## src/rtl/core/tpi_pkg.sv

```systemverilog
// ----------------------------------------------------------------------------
// tpi_pkg
// shared widths, word types and column mapping for the three-plane solver
// ----------------------------------------------------------------------------
package tpi_pkg;

	localparam int CW   = 32;           // coordinate width
	localparam int FB   = 16;           // fractional bits
	localparam int PW   = 2 * CW;       // 2x2 product width
	localparam int MW   = PW + 1;       // minor width
	localparam int LOW  = CW;           // low slice of a minor, unsigned
	localparam int HIW  = MW - LOW;     // high slice of a minor, signed
	localparam int PPW  = CW + HIW;     // partial product width
	localparam int TW   = CW + MW;      // cofactor term width
	localparam int DW   = TW + 2;       // determinant width
	localparam int NW   = DW + FB;      // scaled numerator width
	localparam int QW   = CW + 1;       // quotient bits kept
	localparam int HW   = NW - QW;      // numerator bits above the quotient
	localparam int NMAT = 4;            // det, then x, y, z numerators

	typedef struct packed {
		logic signed [CW-1:0] first_normal_x;
		logic signed [CW-1:0] first_normal_y;
		logic signed [CW-1:0] first_normal_z;
		logic signed [CW-1:0] first_offset;
		logic signed [CW-1:0] second_normal_x;
		logic signed [CW-1:0] second_normal_y;
		logic signed [CW-1:0] second_normal_z;
		logic signed [CW-1:0] second_offset;
		logic signed [CW-1:0] third_normal_x;
		logic signed [CW-1:0] third_normal_y;
		logic signed [CW-1:0] third_normal_z;
		logic signed [CW-1:0] third_offset;
	} plane_word_t;

	typedef struct packed {
		logic signed [CW-1:0] point_x;
		logic signed [CW-1:0] point_y;
		logic signed [CW-1:0] point_z;
		logic                 det_positive;
		logic                 singular;
		logic                 saturated;
	} result_word_t;

	typedef struct packed {
		logic [NMAT-1:0][DW-1:0] det;
	} det_word_t;

	typedef struct packed {
		logic [DW-1:0] rem;
		logic [QW-1:0] qn;
		logic          neg;
		logic          ovf;
	} div_lane_t;

	typedef struct packed {
		div_lane_t [2:0] lane;
		logic [DW-1:0]   den;
		logic            singular;
		logic            det_pos;
	} div_word_t;

	// column k of matrix m: matrix 0 is the normals, matrix m swaps column m-1 for d
	function automatic logic [1:0] col_of(input int m, input int k);
		logic [1:0] c;
		c = (m != 0 && k == m - 1) ? 2'd3 : 2'(k);
		return c;
	endfunction

	// minor k of the first-row expansion uses columns (minor_i, minor_j)
	function automatic int minor_i(input int k);
		return (k == 0) ? 1 : 0;
	endfunction

	function automatic int minor_j(input int k);
		return (k == 2) ? 1 : 2;
	endfunction

endpackage

```

## src/rtl/core/tpi_prep.sv

```systemverilog
// ----------------------------------------------------------------------------
// tpi_prep
// sign split, fraction scaling and range check ahead of the dividers
// ----------------------------------------------------------------------------
module tpi_prep import tpi_pkg::*; (
	input  logic      clk,
	input  logic      arst_n,
	input  logic      in_valid,
	output logic      in_ready,
	input  det_word_t in_word,
	output logic      out_valid,
	input  logic      out_ready,
	output div_word_t out_word
);

	logic      vld_s1;
	div_word_t word_s1;
	div_word_t word_d;
	logic [DW-1:0] den_mag;
	logic [DW-1:0] num_mag [3];
	logic [NW-1:0] num_sh  [3];
	logic          den_neg;

	assign in_ready  = !vld_s1 || out_ready;
	assign out_valid = vld_s1;
	assign out_word  = word_s1;

	always_comb begin
		den_neg = in_word.det[0][DW-1];
		den_mag = den_neg ? DW'(-in_word.det[0]) : in_word.det[0];
		word_d.den      = den_mag;
		word_d.singular = (in_word.det[0] == '0);
		word_d.det_pos  = !den_neg && (in_word.det[0] != '0);
		for (int l = 0; l < 3; l++) begin
			num_mag[l] = in_word.det[l+1][DW-1] ? DW'(-in_word.det[l+1]) : in_word.det[l+1];
			num_sh[l]  = {num_mag[l], {FB{1'b0}}};
			word_d.lane[l].neg = in_word.det[l+1][DW-1] ^ den_neg;
			// quotient would not fit in the kept bits
			word_d.lane[l].ovf = DW'(num_sh[l][NW-1:QW]) >= den_mag;
			word_d.lane[l].rem = DW'(num_sh[l][NW-1:QW]);
			word_d.lane[l].qn  = num_sh[l][QW-1:0];
		end
	end

	always_ff @(posedge clk or negedge arst_n) begin
		if (!arst_n) begin
			vld_s1 <= 1'b0;
		end else if (in_ready) begin
			vld_s1 <= in_valid;
		end
	end

	always_ff @(posedge clk) begin
		if (in_ready) word_s1 <= word_d;
	end

endmodule

```

## config.mk

```make
export PLATFORM = sky130hd
export DESIGN_NAME = tpi_prep
export DESIGN_NICKNAME = d
export VERILOG_FILES = /design/src/rtl/core/tpi_pkg.sv /design/src/rtl/core/tpi_prep.sv
export SDC_FILE = /design/constraint.sdc
export NUM_CORES = 1
export LEC_CHECK = 0
export BUFFER_PORTS_ARGS = -buffer_cell sky130_fd_sc_hd__buf_4
export CORE_AREA = 3 3 353 355
export CTS_BUF_LIST = sky130_fd_sc_hd__clkbuf_4 sky130_fd_sc_hd__clkbuf_8
export DETAILED_ROUTE_END_ITERATION = 7
export DIE_AREA = 0 0 356 358
export PLACE_DENSITY = 0.47
export SLEW_MARGIN = 20
export SYNTH_ARGS = -nofsm -noshare
export SYNTH_HDL_FRONTEND = slang
export SYNTH_SLANG_ARGS = --single-unit
```

## constraint.sdc

```tcl
create_clock -name clk -period 12.6 [get_ports clk]
set_clock_uncertainty 0.2 [all_clocks]
set_input_delay 1.26 -clock clk [delete_from_list [all_inputs] [get_ports clk]]
set_output_delay 1.26 -clock clk [all_outputs]
set_load 0.01 [all_outputs]
```

==> flow_metrics.env <==
export IMPL_syn_instance_count=2481
export IMPL_netlist_area_mm2=0.02716
export IMPL_via_count=23859
export IMPL_cts_sinks=405
export IMPL_synth_edf_count=404
export IMPL_dpl_hpwl_mm=119.2
export IMPL_ys_seq_area_share_pct=44.76
export IMPL_grt_usage_pct=21.26
export IMPL_die_h_um=358
export IMPL_synth_async_reset_ratio_pct=0.2469
export IMPL_rsz0062_at_grt="false"
export IMPL_yosysUniqueCellTypes=73
export IMPL_ant_nets=0
export IMPL_yosysWarnings=0
export IMPL_antenna_found_initial=17
export IMPL_p_leak_nw=14.38
export IMPL_synth_seq_cells=405
export IMPL_endpoint_kind="register"
export IMPL_required_ps=12900
export IMPL_r2r_start="out_valid"
export IMPL_wirelength_mm=141.4
export IMPL_totalPowerFinal_mw=4.421
export IMPL_cts_buffer_depth=3
export IMPL_num_rows=128
export IMPL_r2r_cells=3
export IMPL_setup_violations_final=0
export IMPL_die_w_um=356
export IMPL_area_growth_pct=34.58
export IMPL_timing_rr_end="out_word[31]"
export IMPL_root_buffer="clkbuf_8"
export IMPL_fillers=12755
export IMPL_worst_ep_arrival_time_ps=7410
export IMPL_gr_total_overflow=0
export IMPL_cts_htree_levels=3
export IMPL_ctsHoldBuffers=1
export IMPL_grt_pass1_wl_mm=187.8
export IMPL_crit_end="out_word[235]"
export IMPL_gp_congestion=0.9365
export IMPL_grt_pass1_vias=22966
export IMPL_clk_pin_slew_ps=60
export IMPL_pre_cts_slack_ps=4848
export IMPL_fin_crit_ps=7107
export IMPL_power_density_mw_per_mm2=120.9
export IMPL_path_class="input port to register"
export IMPL_hold_path_class="input port to register"
export IMPL_cts_setup_buffers=0
export IMPL_cts_resized=0
export IMPL_final_common_cell="buf_4"
export IMPL_final_cell_mix="833 x buf_4, 404 x edfxtp_1, 359 x xnor2_1"
export IMPL_critPathLaunchType="input port"
export IMPL_critical_path_startpoint="in_word[218]"
export IMPL_period_share_pct=56.41
export IMPL_wl_per_cell_um=28.06
export IMPL_viasPerCell=4.734
export IMPL_ys_flop_type="edfxtp_1"
export IMPL_cts_tree="built"
export IMPL_multi_input_area_mm2=0.01402
export IMPL_tns_ps=0
export IMPL_cap_violations=0
export IMPL_worst_slew_pin_slew_ps=1115
export IMPL_numCtsBuffers=83
export IMPL_ios=905
export IMPL_grt_max_degree=153
export IMPL_drv_slew=0
export IMPL_r2r_setup_slack_ps=9830
export IMPL_regArea_mm2=0.01216
export IMPL_hold_violations=0
export IMPL_nets=3987
export IMPL_worst_slack_ps=5493
export IMPL_drtIter0Drc=1974
export IMPL_status="finished clean"
export IMPL_fmax_ghz=0.1407
export IMPL_ir_drop_v=0.00007862
export IMPL_slew_headroom_pct=25.08
export IMPL_port_buffer_count=805
export IMPL_drive_above_1_share_pct=29.52
export IMPL_insertion_delay_ps=720
export IMPL_die_area_mm2=0.1274
export IMPL_syn_avg_cell_area_um2=10.95
export IMPL_first_pass_iters=5
export IMPL_initial_utilization_pct=22.31
export IMPL_post_route_drc_count=0
export IMPL_coreArea_mm2=0.1217
export IMPL_cp_max_fo=8
==> layout make-up <==
class | count | area share, %
multi-input cells | 1912 | 38.35
flip-flops and latches | 405 | 33.26
repair buffers | 835 | 17.19
well taps | 1625 | 5.563
clock buffers | 114 | 3.796
inverters | 103 | 1.058
clock inverters | 32 | 0.6846
diodes | 14 | 0.09585
==> worst min-delay path by stage <==
stage / start / depth (start not counted) / slack (ps) / to
CTS: in_valid / 2 / 400 / out_valid
floorplan: arst_n / 0 / 760 / out_valid
global placement: arst_n / 1 / 840 / out_valid
global route: in_valid / 2 / 470 / out_valid
finish: in_valid / 2 / 520 / out_valid
detailed placement: arst_n / 1 / 840 / out_valid
==> cell families after synthesis <==
| kind of cell | Yosys count | synth area share [%] |
|---|---|---|
| AO/OA/AOI/OAI | 524 | 12.80 |
| XOR/XNOR | 396 | 12.77 |
| adder cells (fa/ha/maj) | 250 | 11.49 |
| buffers and inverters | 262 | 5.104 |
| flip-flops | 405 | 44.76 |
| multiplexers | 3 | 0.1106 |
| other | 1 | 0.01381 |
| AND/OR/NAND/NOR | 640 | 12.95 |
==> critical path, cell delays in order <==
cell and delay [ps]:
buf_4 130, or4_1 590, nor4_1 570, nand4_1 320
or2_1 470, or3_1 560, or3_1 540, or4b_1 590
o21ai_1 180, xnor2_1 100, ha_1 200, a21o_1 170
a21o_1 170, a211oi_1 240, o21bai_1 100, a211o_1 300
a211oi_1 400, o21ai_0 220, o22ai_1 230, a21oi_2 70
==> sequential cells by signal, summed over array words and instances (netlist names) <==
name,flops
out_valid,1
out_word,404
==> report_power, final <==
part	total, mW	internal, mW	switching [mW]
logic	1.24	0.502	0.743
clock network	1.46	0.790	0.667
registers	1.72	1.67	0.0537
total	4.42	2.96	1.46
==> synthesized netlist by cell type, types with 5 or more instances <==
cell type | number | area [µm²]
edfxtp_1 | 404 | 12130
xnor2_1 | 359 | 3144
ha_1 | 247 | 3090
o21ai_0 | 174 | 870.8
nand2_1 | 155 | 581.8
o31ai_1 | 106 | 795.8
inv_1 | 103 | 386.6
buf_4 | 99 | 743.2
or3_1 | 75 | 469.2
nor2_1 | 74 | 277.8
a21oi_1 | 66 | 330.3
o41ai_1 | 64 | 560.5
or4_1 | 58 | 435.4
nand4_1 | 51 | 319.1
clkbuf_1 | 50 | 187.7
nor4_1 | 43 | 269.0
nor3_1 | 40 | 200.2
nand3_1 | 39 | 195.2
xor2_1 | 37 | 324.1
a21o_1 | 28 | 210.2
nand2b_1 | 25 | 156.4
or2_2 | 21 | 131.4
a211oi_1 | 16 | 120.1
o21a_1 | 10 | 75.07
nor2b_1 | 9 | 56.30
a31oi_1 | 7 | 43.79
and4_1 | 6 | 52.55
nor4b_1 | 6 | 52.55
o211ai_1 | 6 | 45.04
and2_1 | 5 | 31.28
buf_1 | 5 | 18.77
nand3b_1 | 5 | 37.54
o31a_1 | 5 | 43.79
==> metal layers <==
layer	up-vias	track usage, %	wire length, µm
met3	161	4.908	10670
met5	-	0	34
met4	4	6.512	3531
met2	1031	36.89	70140
li1	10990	-	-
met1	11673	26.08	57070
==> per-stage QoR <==
| stage | instances | utilization [%] | instance area (µm²) | hold WS (ps) |
|---|---|---|---|---|
| finish | 5040 | 30.03 | 36550 | 523.9 |
| global route | 5035 | 30.02 | 36540 | 470.8 |
| CTS | 5026 | 29.99 | 36500 | 402.6 |
| detailed placement | 4879 | 28.64 | 34860 | 836.7 |
| global placement | 4879 | 28.64 | 34860 | 835.1 |
| floorplan | 2579 | - | 27530 | 764.4 |
(Power assumes the default switching activity.)
