### src/rtl/core/tpi_pkg.sv
// ----------------------------------------------------------------------------
// tpi_pkg
// shared widths, word types and column mapping for the three-plane solver
// ----------------------------------------------------------------------------
package tpi_pkg;

	localparam int CW   = 32;           // coordinate width
	localparam int FB   = 16;           // fractional bits
	localparam int PW   = 2 * CW;       // 2x2 product width
	localparam int MW   = PW + 1;       // minor width
	localparam int LOW  = CW;           // low slice of a minor, unsigned
	localparam int HIW  = MW - LOW;     // high slice of a minor, signed
	localparam int PPW  = CW + HIW;     // partial product width
	localparam int TW   = CW + MW;      // cofactor term width
	localparam int DW   = TW + 2;       // determinant width
	localparam int NW   = DW + FB;      // scaled numerator width
	localparam int QW   = CW + 1;       // quotient bits kept
	localparam int HW   = NW - QW;      // numerator bits above the quotient
	localparam int NMAT = 4;            // det, then x, y, z numerators

	typedef struct packed {
		logic signed [CW-1:0] first_normal_x;
		logic signed [CW-1:0] first_normal_y;
		logic signed [CW-1:0] first_normal_z;
		logic signed [CW-1:0] first_offset;
		logic signed [CW-1:0] second_normal_x;
		logic signed [CW-1:0] second_normal_y;
		logic signed [CW-1:0] second_normal_z;
		logic signed [CW-1:0] second_offset;
		logic signed [CW-1:0] third_normal_x;
		logic signed [CW-1:0] third_normal_y;
		logic signed [CW-1:0] third_normal_z;
		logic signed [CW-1:0] third_offset;
	} plane_word_t;

	typedef struct packed {
		logic signed [CW-1:0] point_x;
		logic signed [CW-1:0] point_y;
		logic signed [CW-1:0] point_z;
		logic                 det_positive;
		logic                 singular;
		logic                 saturated;
	} result_word_t;

	typedef struct packed {
		logic [NMAT-1:0][DW-1:0] det;
	} det_word_t;

	typedef struct packed {
		logic [DW-1:0] rem;
		logic [QW-1:0] qn;
		logic          neg;
		logic          ovf;
	} div_lane_t;

	typedef struct packed {
		div_lane_t [2:0] lane;
		logic [DW-1:0]   den;
		logic            singular;
		logic            det_pos;
	} div_word_t;

	// column k of matrix m: matrix 0 is the normals, matrix m swaps column m-1 for d
	function automatic logic [1:0] col_of(input int m, input int k);
		logic [1:0] c;
		c = (m != 0 && k == m - 1) ? 2'd3 : 2'(k);
		return c;
	endfunction

	// minor k of the first-row expansion uses columns (minor_i, minor_j)
	function automatic int minor_i(input int k);
		return (k == 0) ? 1 : 0;
	endfunction

	function automatic int minor_j(input int k);
		return (k == 2) ? 1 : 2;
	endfunction

endpackage

### src/rtl/core/tpi_out.sv
// ----------------------------------------------------------------------------
// tpi_out
// saturation, sign restore and result register
// ----------------------------------------------------------------------------
module tpi_out import tpi_pkg::*; (
	input  logic         clk,
	input  logic         arst_n,
	input  logic         in_valid,
	output logic         in_ready,
	input  div_word_t    in_word,
	output logic         out_valid,
	input  logic         out_ready,
	output result_word_t out_word
);

	localparam logic [QW-1:0] POS_LIM = QW'((64'd1 << (CW - 1)) - 64'd1);
	localparam logic [QW-1:0] NEG_LIM = QW'(64'd1 << (CW - 1));

	logic         vld_s1;
	result_word_t word_s1;
	result_word_t word_d;
	logic [CW-1:0] coord [3];
	logic          clip  [3];

	assign in_ready  = !vld_s1 || out_ready;
	assign out_valid = vld_s1;
	assign out_word  = word_s1;

	always_comb begin
		for (int l = 0; l < 3; l++) begin
			clip[l] = in_word.lane[l].ovf
				|| (in_word.lane[l].qn > (in_word.lane[l].neg ? NEG_LIM : POS_LIM));
			if (in_word.singular) begin
				coord[l] = '0;
			end else if (clip[l]) begin
				coord[l] = in_word.lane[l].neg ? NEG_LIM[CW-1:0] : POS_LIM[CW-1:0];
			end else begin
				coord[l] = in_word.lane[l].neg ? CW'(-in_word.lane[l].qn)
				                               : in_word.lane[l].qn[CW-1:0];
			end
		end
		word_d.point_x      = $signed(coord[0]);
		word_d.point_y      = $signed(coord[1]);
		word_d.point_z      = $signed(coord[2]);
		word_d.det_positive = in_word.det_pos;
		word_d.singular     = in_word.singular;
		word_d.saturated    = !in_word.singular && (clip[0] || clip[1] || clip[2]);
	end

	always_ff @(posedge clk or negedge arst_n) begin
		if (!arst_n) begin
			vld_s1 <= 1'b0;
		end else if (in_ready) begin
			vld_s1 <= in_valid;
		end
	end

	always_ff @(posedge clk) begin
		if (in_ready) word_s1 <= word_d;
	end

endmodule

### config.mk
export PLATFORM = sky130hd
export DESIGN_NAME = tpi_out
export DESIGN_NICKNAME = d
export VERILOG_FILES = /design/src/rtl/core/tpi_pkg.sv /design/src/rtl/core/tpi_out.sv
export SDC_FILE = /design/constraint.sdc
export NUM_CORES = 1
export LEC_CHECK = 0
export ABC_AREA = 1
export BUFFER_PORTS_ARGS = -buffer_cell sky130_fd_sc_hd__buf_2
export CORE_AREA = 2 2 237 239
export CTS_CLUSTER_SIZE = 16
export DETAILED_ROUTE_END_ITERATION = 16
export DIE_AREA = 0 0 239 241
export HOLD_SLACK_MARGIN = 0.02
export PLACE_DENSITY = 0.43
export SLEW_MARGIN = 20
export SYNTH_ARGS = -nofsm -noshare
export SYNTH_HDL_FRONTEND = slang
export SYNTH_SLANG_ARGS = --single-unit
### constraint.sdc
create_clock -name clk -period 10.9 [get_ports clk]
set_clock_uncertainty 0.2 [all_clocks]
set_input_delay 2.18 -clock clk [delete_from_list [all_inputs] [get_ports clk]]
set_output_delay 2.18 -clock clk [all_outputs]
set_load 0.1 [all_outputs]
==> results of run 1 <==
-- sequential cells by signal (all words and copies together), names as in the netlist --
name / cells
out_valid: 1
out_word: 99
-- cell type report --
| cell class | instances | share of cell area (%) |
|---|---|---|
| inverters | 121 | 3.85 |
| diodes | 11 | 0.233 |
| well taps | 704 | 7.46 |
| clock inverters | 7 | 0.795 |
| clock buffers | 9 | 1.91 |
| multi-input cells | 1076 | 50.9 |
| flip-flops and latches | 100 | 25.4 |
| repair buffers | 218 | 9.42 |
-- cells by family after synthesis --
logic type,share of synthesized area [%]
AOI/OAI and AO/OA,10.6
adders and majority gates,12.7
DFF,30.8
xor gates and xnor gates,5.49
and+or+nand+nor,32.8
buffers and inverters,7.50
-- critical path, delay by kind of cell --
family          cells  cell delay [ns]
buf+inv             3             1.13
compound gates      1             0.55
fa+ha+maj           1             0.44
simple gates       11             1.61
-- per-stage QoR --
step | total power [mW] | cells | worst slack [ns]
CTS | 1.45 | 2235 | 4.72
finish | 1.42 | 2246 | 4.86
detailed placement | 1.08 | 2219 | 4.33
global placement | 1.08 | 2219 | 4.39
global route | 1.50 | 2243 | 4.35
floorplan | 0.935 | 1347 | 3.59
-- synth_stat cells (18+ instances only) --
master      n  area [um2]
nand2_1   349        1310
nor2_1    167         627
nand3_1   157         786
inv_1     121         454
edfxtp_1   99        2970
ha_1       99        1240
a21oi_1    98         490
xor2_1     43         377
a21oi_2    37         324
o21ai_0    24         120
nand4_1    21         131
xnor2_1    18         158
-- path summary, 6_finish.rpt --
kind                                  startpoint                    endpoint  slack (ns)  cells past startpoint
hold / removal             out_valid$_DFFE_PN0P_       out_valid$_DFFE_PN0P_        0.72                      2
max in group asynchronous                 arst_n       out_valid$_DFFE_PN0P_        9.04                      1
hold reg to reg            out_valid$_DFFE_PN0P_       out_valid$_DFFE_PN0P_        0.72                      2
setup / recovery                    in_word[370]  out_word[33]$_SDFFCE_PP0P_        4.86                     16
setup reg to reg           out_valid$_DFFE_PN0P_  out_word[73]$_SDFFCE_PP0P_        8.63                      2
min in group asynchronous                 arst_n       out_valid$_DFFE_PN0P_        1.38                      1
-- power by group through the flow --
stage / sequential, mW / clock (mW) / combinational (mW)
3_3_place_gp: 0.489 / 0 / 0.591
5_1_grt: 0.483 / 0.378 / 0.637
4_1_cts: 0.481 / 0.368 / 0.597
2_1_floorplan: 0.742 / 0 / 0.192
6_report: 0.479 / 0.352 / 0.589
3_5_place_dp: 0.488 / 0 / 0.595
-- placed cells by master (no fill, tap or decap), types with 3 or more instances in the layout --
| cell | instances |
|---|---|
| a21o_1 | 7 |
| a21oi_1 | 98 |
| a21oi_2 | 37 |
| and2_1 | 3 |
| and3_1 | 3 |
| buf_2 | 210 |
| buf_4 | 8 |
| clkbuf_16 | 9 |
| diode_2 | 11 |
| edfxtp_1 | 99 |
| ha_1 | 99 |
| inv_1 | 121 |
| nand2_1 | 348 |
| nand2_2 | 7 |
| nand2_4 | 6 |
| nand3_1 | 157 |
| nand3b_1 | 9 |
| nand4_1 | 21 |
| nor2_1 | 167 |
| nor2_2 | 8 |
| nor3_1 | 9 |
| o21ai_0 | 24 |
| xnor2_1 | 18 |
| xor2_1 | 43 |
-- routing by layer --
metal	global-route usage, %	vias to the layer above
li1	-	4882
met1	17.1	4483
met2	21.9	209
met3	5.46	36
met4	3.26	6
met5	1.52	-
==> out/metrics.yaml, run 1 <==
rsz0062_at_grt: "false"
power_switching_mw: 0.654
critPathKind: "in2reg"
status: "complete, no violations"
startpoint_type: "input pin"
setup-violations-final: 0
ys_async_sr_fraction_pct: 1.00
met3_length_mm: 2.85
drc: 0
hold_viol: 0
core_um2: 54900
hold_buffers: 0
dp_hpwl_mm: 32.1
gp_congestion: 0.885
grt_max_degree: 63
drive_above_1_share_pct: 19.2
p_comb_share_pct: 41.4
h-tree-depth: 3
syn_area_um2: 9730
cts_tree: "done"
fin_util_pct: 21.5
die-width_um: 239
power_frac_clock_pct: 24.8
die_height_um: 241
synth_edf_count: 99
maxSlewViolCount: 0
start_util_pct: 17.7
maxCapViolations: 0
syn-instance-count: 1347
ys_warn_count: 0
path_max_fanout: 62
sequentialPowerShare_pct: 33.7
viasPerCell: 4.28
wl_met1_mm: 18.0
ctsRootBufferMaster: "clkbuf_16"
cts_setup_buffers: 0
drt_iter0_markers: 531
antenna_found_initial: 12
grt_pass1_vias: 9567
synth_flop_cell: "edfxtp_1"
dr.max_layer_used: "met5"
drtAntennaViolNets: 0
p_int_mw: 0.766
cts_resized: 0
final.fill_count: 6198
clock.fmax_mhz: 166
worstSetupEndpointType: "flip-flop"
worst_path_most_repeated_cell: "nand2_1"
final.setup.tns_ns: 0
clk_pin_slew_ns: 0.08
cp_cell_sequence: "buf_2 > buf_4 > inv_1 > ha_1 > nand2_1 > nor2_2 > nand3_1 > nor2_1 > nand2_1 > nand2_1 > nor2_1 > nand2_1 > nand2_2 > nand2_2 > nand2_2 > a21oi_1"
ios: 608
sw_frac_of_total_pct: 46.0
regArea_um2: 3000
met2WireLength_mm: 17.9
rows: 86
syn_to_final_growth_pct: 21.3
drt_first_pass_iters: 5
synth_cell_types: 32
overflow: 0
slowest_delay_ns: 0.55
routed_wl_mm: 39.4
grt_usage_pct: 13.7
grt_pass1_wl_mm: 58.8
wl_per_cell_um: 17.5
crit_slowest_cell: "a21oi_1"
cp.arrival_ns: 5.96
hold_path_class: "reg2reg"
yosysSeqAreaShare_pct: 30.8
clk_latency_ns: 0.36
via_count: 9616
holdWs_ns: 0.718
syn_area_per_cell_um2: 7.22
cts_num_sinks: 100
worst_pin_slew_ns: 1.00
maxSlewHeadroom_pct: 33.1
nNetsFinal: 2132
p_per_area_nw_per_um2: 120
multi_input_area_um2: 6010
fin_crit_sh_pct: 55.4
fin_crit_ns: 6.04
leakage_nw: 5.36
design_area_um2: 11800
syn-num-nets: 1953
peakVddDrop_uv: 73.5
synth-seq-cells: 100
cp.required_ns: 10.82
cts_max_path_buffers: 2
port_buffers: 211
die_area_um2: 57600
dpl_cell_area_um2: 11500
cts_made_buffers: 9
(Power assumes the default switching activity.)
==> inputs of run 2 (changes only) <==
- CORE_AREA: 2 2 237 239 -> 2 2 235 237
- DIE_AREA: 0 0 239 241 -> 0 0 237 239
- clock period: 10.9 -> 5.9 ns (I/O delays scaled with it)
==> run 2 against run 1 <==
  * Utilization increased by 0.21 points
  * Highest routed layer unchanged
  * Hold slack got worse by 0.35 ns
  * Via count increased by 0.31%
  * Final cell count decreased by 0.27%
==> out/metrics.yaml, run 2 (synthesized netlist as in run 1, its figures left out) <==
critPathKind: "in2reg"
p_per_area_nw_per_um2: 220
drt_iter0_markers: 492
overflow: 0
via_count: 9646
grt_pass1_vias: 9557
core_um2: 54300
totalPowerFinal_mw: 2.60
drc: 0
grt_max_degree: 60
design_area_um2: 11800
largest_reg_flops: 99
reg2reg_to: "out_word[74]$_SDFFCE_PP0P_"
h-tree-depth: 3
p_int_mw: 1.38
cts_max_path_buffers: 2
antenna_cells: 0
drtAntennaViolNets: 0
cts_resized: 0
drt_first_pass_iters: 5
leakage_nw: 5.38
die-width_um: 237
gp_congestion: 0.855
clock.fmax_mhz: 241
final_cell_mix: "348 x nand2_1, 210 x buf_2, 167 x nor2_1, 157 x nand3_1, 121 x inv_1"
final.setup.tns_ns: 0
dp_slack_ns: 1.28
ios: 608
wl_per_cell_um: 17.3
maxCapViolations: 0
antenna_found_initial: 11
cp.arrival_ns: 4.09
hold_path_class: "in2async"
start_util_pct: 17.9
routed_wl_mm: 38.8
port_buffers: 211
nNetsFinal: 2137
rsz0062_at_grt: "false"
worstSetupEndpointType: "flip-flop"
cp.required_ns: 5.85
status: "complete, no violations"
dp_hpwl_mm: 31.9
worst_pin_slew_ns: 0.943
sequentialPowerShare_pct: 34.1
hold_viol: 0
syn_to_final_growth_pct: 21.3
power_switching_mw: 1.22
cts_made_buffers: 9
maxSlewHeadroom_pct: 37.1
reg2reg_depth: 2
layout.cells.non_filler: 2240
startpoint_type: "input pin"
cts_setup_buffers: 0
power_frac_clock_pct: 24.0
final_common_cell: "nand2_1"
slowest_delay_ns: 0.69
ctsRootBufferMaster: "clkbuf_16"
ff2ff_setup_slack_ns: 3.60
fin_ws_ns: 1.76
worst_path_most_repeated_cell: "nand2_1"
grt_usage_pct: 13.6
cts_num_sinks: 100
fin_crit_ns: 4.14
holdWs_ns: 0.369
clk_latency_ns: 0.36
dp_cells: 2224
sw_frac_of_total_pct: 46.8
die_height_um: 239
cts_tree: "done"
drive_above_1_share_pct: 19.5
fin_crit_sh_pct: 70.2
grt_pass1_wl_mm: 58.6
dpl_cell_area_um2: 11500
clk_pin_slew_ns: 0.08
setup-violations-final: 0
rows: 86
cp_cell_sequence: "buf_2 > inv_1 > ha_1 > nand2_1 > nor2_2 > nand3_1 > nor2_1 > nand2_1 > nand2_1 > nor2_1 > nand2_1 > nand2_2 > nand2_2 > nand2_2 > a21oi_1"
path_max_fanout: 45
fin_util_pct: 21.7
p_comb_share_pct: 41.9
crit_slowest_cell: "buf_2"
peakVddDrop_uv: 163
reg2reg_from: "out_valid$_DFFE_PN0P_"
hold_buffers: 0
maxSlewViolCount: 0
viasPerCell: 4.31
crit_path_start: "in_word[370]"
die_area_um2: 56600
==> run 2: worst max-delay path by stage <==
stage / to / slack [ns] / depth (start not counted)
global route: out_word[98]$_SDFFCE_PP0P_ / 1.46 / 18
floorplan: in_ready / 0.59 / 2
finish: out_word[31]$_SDFFCE_PP0P_ / 1.76 / 15
global placement: out_word[29]$_SDFFCE_PP0P_ / 1.34 / 15
detailed placement: out_word[33]$_SDFFCE_PP0P_ / 1.28 / 15
CTS: out_word[33]$_SDFFCE_PP0P_ / 1.67 / 15
==> run 2: worst max-delay path, delay by kind of cell <==
kind                       cells  cell delay (ns)
buffers and inverters          2             0.83
AOI/OAI and AO/OA              1             0.51
and+or+nand+nor               11             1.21
adders and majority gates      1             0.32
==> run 2: power groups by stage <==
| stage | Combinational (mW) | Clock [mW] | Sequential [mW] |
|---|---|---|---|
| floorplan | 0.355 | 0 | 1.37 |
| global placement | 1.09 | 0 | 0.903 |
| detailed placement | 1.10 | 0 | 0.901 |
| CTS | 1.10 | 0.655 | 0.888 |
| global route | 1.17 | 0.676 | 0.892 |
| finish | 1.09 | 0.625 | 0.886 |
==> run 2: layout make-up <==
| class | instances | area, um2 |
|---|---|---|
| clock buffer | 9 | 225 |
| clock inverter | 7 | 83.8 |
| fill | 6072 | 42500 |
| inverter | 121 | 454 |
| multi-input combinational | 1076 | 6010 |
| sequential | 100 | 3000 |
| tap | 704 | 881 |
| timing repair buffer | 223 | 1150 |
==> run 2: routing by layer <==
metal | wire length (um) | up-vias | track usage (%)
met5 | 28 | - | 0
met4 | 305 | 6 | 2.03
li1 | - | 4879 | -
met3 | 2250 | 21 | 3.31
met2 | 17800 | 235 | 22.7
met1 | 18500 | 4505 | 18.2
==> inputs of run 3 (changes only) <==
- CORE_AREA: 2 2 235 237 -> 2 2 239 241
- DIE_AREA: 0 0 237 239 -> 0 0 241 243
- PLACE_DENSITY: 0.43 -> 0.44
- clock period: 5.9 -> 3.63 ns (I/O delays scaled with it)
==> run 3 against run 2 <==
  * Global-route usage is 0.36 points lower
  * Via count is 1.4% higher
  * Final cell count is 3.7% higher
  * Non-clock buffer count is 25 higher
  * Power is 63% higher
  * Utilization hardly changed
  * Sequential power is 64% higher
  * Combinational power is 65% higher
  * Final area is 2.9% higher
  * Critical endpoint is now out_word[95]$_SDFFCE_PP0P_
  * Routed wire length is 0.69% higher
==> out/metrics.yaml, run 3 (synthesized netlist as in run 1, its figures left out) <==
use_met1_pct: 17.9
cts_made_buffers: 9
cp.required_ns: 3.53
holdPathStages: 1
clk_pin_slew_ns: 0.07
grt_pass1_vias: 9728
crit_slowest_cell: "ha_1"
rsz0062_at_grt: "false"
cp_top_family: "simple AND/OR/NAND/NOR gates"
viasPerCell: 4.21
holdWs_ns: 0.337
worst_path_most_repeated_cell: "nand2_4"
reg2reg_depth: 2
port_buffers: 211
cp_num_cells: 14
worstSetupEndpointType: "flip-flop"
drive_above_1_share_pct: 20.7
largest_reg_flops: 99
antenna_found_initial: 14
p_per_area_nw_per_um2: 348
overflow: 0
drt_first_pass_iters: 5
ctsRootBufferMaster: "clkbuf_16"
nNetsFinal: 2162
cts_tree: "done"
drtAntennaViolNets: 0
grt_max_degree: 59
core_um2: 56000
die_area_um2: 58600
die-width_um: 241
final.setup.tns_ns: 0
worst_pin_slew_ns: 0.600
dp_cells: 2300
met2_usage_pct: 21.5
dp_hpwl_mm: 32.6
fin_crit_sh_pct: 83.4
final_cell_mix: "348 x nand2_1, 210 x buf_2, 167 x nor2_1, 157 x nand3_1, 121 x inv_1"
gp_congestion: 0.878
startpoint_type: "input pin"
die_height_um: 243
maxCapViolations: 0
cts_max_path_buffers: 2
syn_to_final_growth_pct: 24.8
hold_viol: 0
h-tree-depth: 3
clk_latency_ns: 0.36
leakage_nw: 5.52
maxSlewViolCount: 0
start_util_pct: 17.4
wl_per_cell_um: 16.8
slowest_delay_ns: 0.32
layout.cells.non_filler: 2323
setup-violations-final: 0
grt_pass1_wl_mm: 59.2
cp_cell_sequence: "buf_2 > buf_12 > inv_1 > ha_1 > nand2_1 > nor2_2 > nand2_1 > nor2_2 > nand4_1 > nand2_4 > nand2_4 > nand2_4 > buf_4 > a21oi_2"
ios: 608
fin_util_pct: 21.7
maxSlewHeadroom_pct: 60.0
critPathKind: "in2reg"
hold_path_class: "in2reg"
fin_crit_ns: 3.03
drc: 0
path_buf_inv: 4
via_count: 9779
rows: 87
path_max_fanout: 24
grt_busiest_layer: "met2"
drt_iter0_markers: 509
status: "complete, no violations"
peakVddDrop_uv: 251
clock.fmax_mhz: 330
routed_wl_mm: 39.1
grt_usage_pct: 13.3
cts_num_sinks: 100
grt_util_met3_pct: 3.16
final_common_cell: "nand2_1"
cp.arrival_ns: 2.92
cts_setup_buffers: 0
-- run 3: cell types whose count changed in the layout (fill, tap and decap cells not counted), sizes merged --
cell | previous run | this run
buf | 223 | 247
diode | 0 | 6
clkinvlp | 0 | 2
inv | 126 | 124
dlygate4sd3 | 0 | 1
-- run 3: worst register-to-register path: cells and delay by family, from the launching register on --
family | cells | cell delay, ns
buffers and inverters | 1 | 0.57
DFF | 1 | 0.41
and+or+nand+nor | 1 | 0.22
-- run 3: timing repair --
item,CTS,global route
resized for setup,0,0
hold endpoints to repair,1,0
hold buffers,1,0
-- run 3: routing by layer --
layer | up-vias | share of wire, %
li1 | 4919 | -
met1 | 4563 | 47
met3 | 30 | 6.4
met5 | - | 0.082
met2 | 261 | 45
met4 | 6 | 1.2
-- run 3: layout make-up --
class                   instances  area, um2
diodes                          6       15.0
clock buffers                   9        225
repair buffers                248       1410
clock inverters                 7       76.3
flip-flops and latches        100       3000
inverters                     121        454
multi-input cells            1076       6010
well taps                     756        946
fillers                      6356      43800
-- run 3: worst paths after layout --
kind	start	endpoint	slack, ns
hold / removal	in_word[0]	out_word[2]$_DFFE_PP_	0.34
min in group asynchronous	arst_n	out_valid$_DFFE_PN0P_	0.46
max in group asynchronous	arst_n	out_valid$_DFFE_PN0P_	2.69
setup reg to reg	out_valid$_DFFE_PN0P_	out_word[86]$_SDFFCE_PP0P_	1.87
setup / recovery	in_word[102]	out_word[95]$_SDFFCE_PP0P_	0.60
hold reg to reg	out_valid$_DFFE_PN0P_	out_word[92]$_SDFFCE_PP0P_	0.56
-- run 3: stage by stage --
step | worst slack (ns) | instance area, um2 | total power, mW
after floorplan | 0.248 | 9730 | 2.80
after global placement | 0.235 | 11800 | 3.28
after detailed placement | 0.196 | 11800 | 3.29
after CTS | 0.605 | 12100 | 4.30
after global routing | 0.379 | 12100 | 4.45
final | 0.604 | 12100 | 4.23
-- run 3: power by group --
| group | switching (mW) | internal [mW] |
|---|---|---|
| logic | 1.42 | 0.386 |
| registers | 0.0506 | 1.40 |
| clock network | 0.488 | 0.486 |
| total | 1.96 | 2.27 |
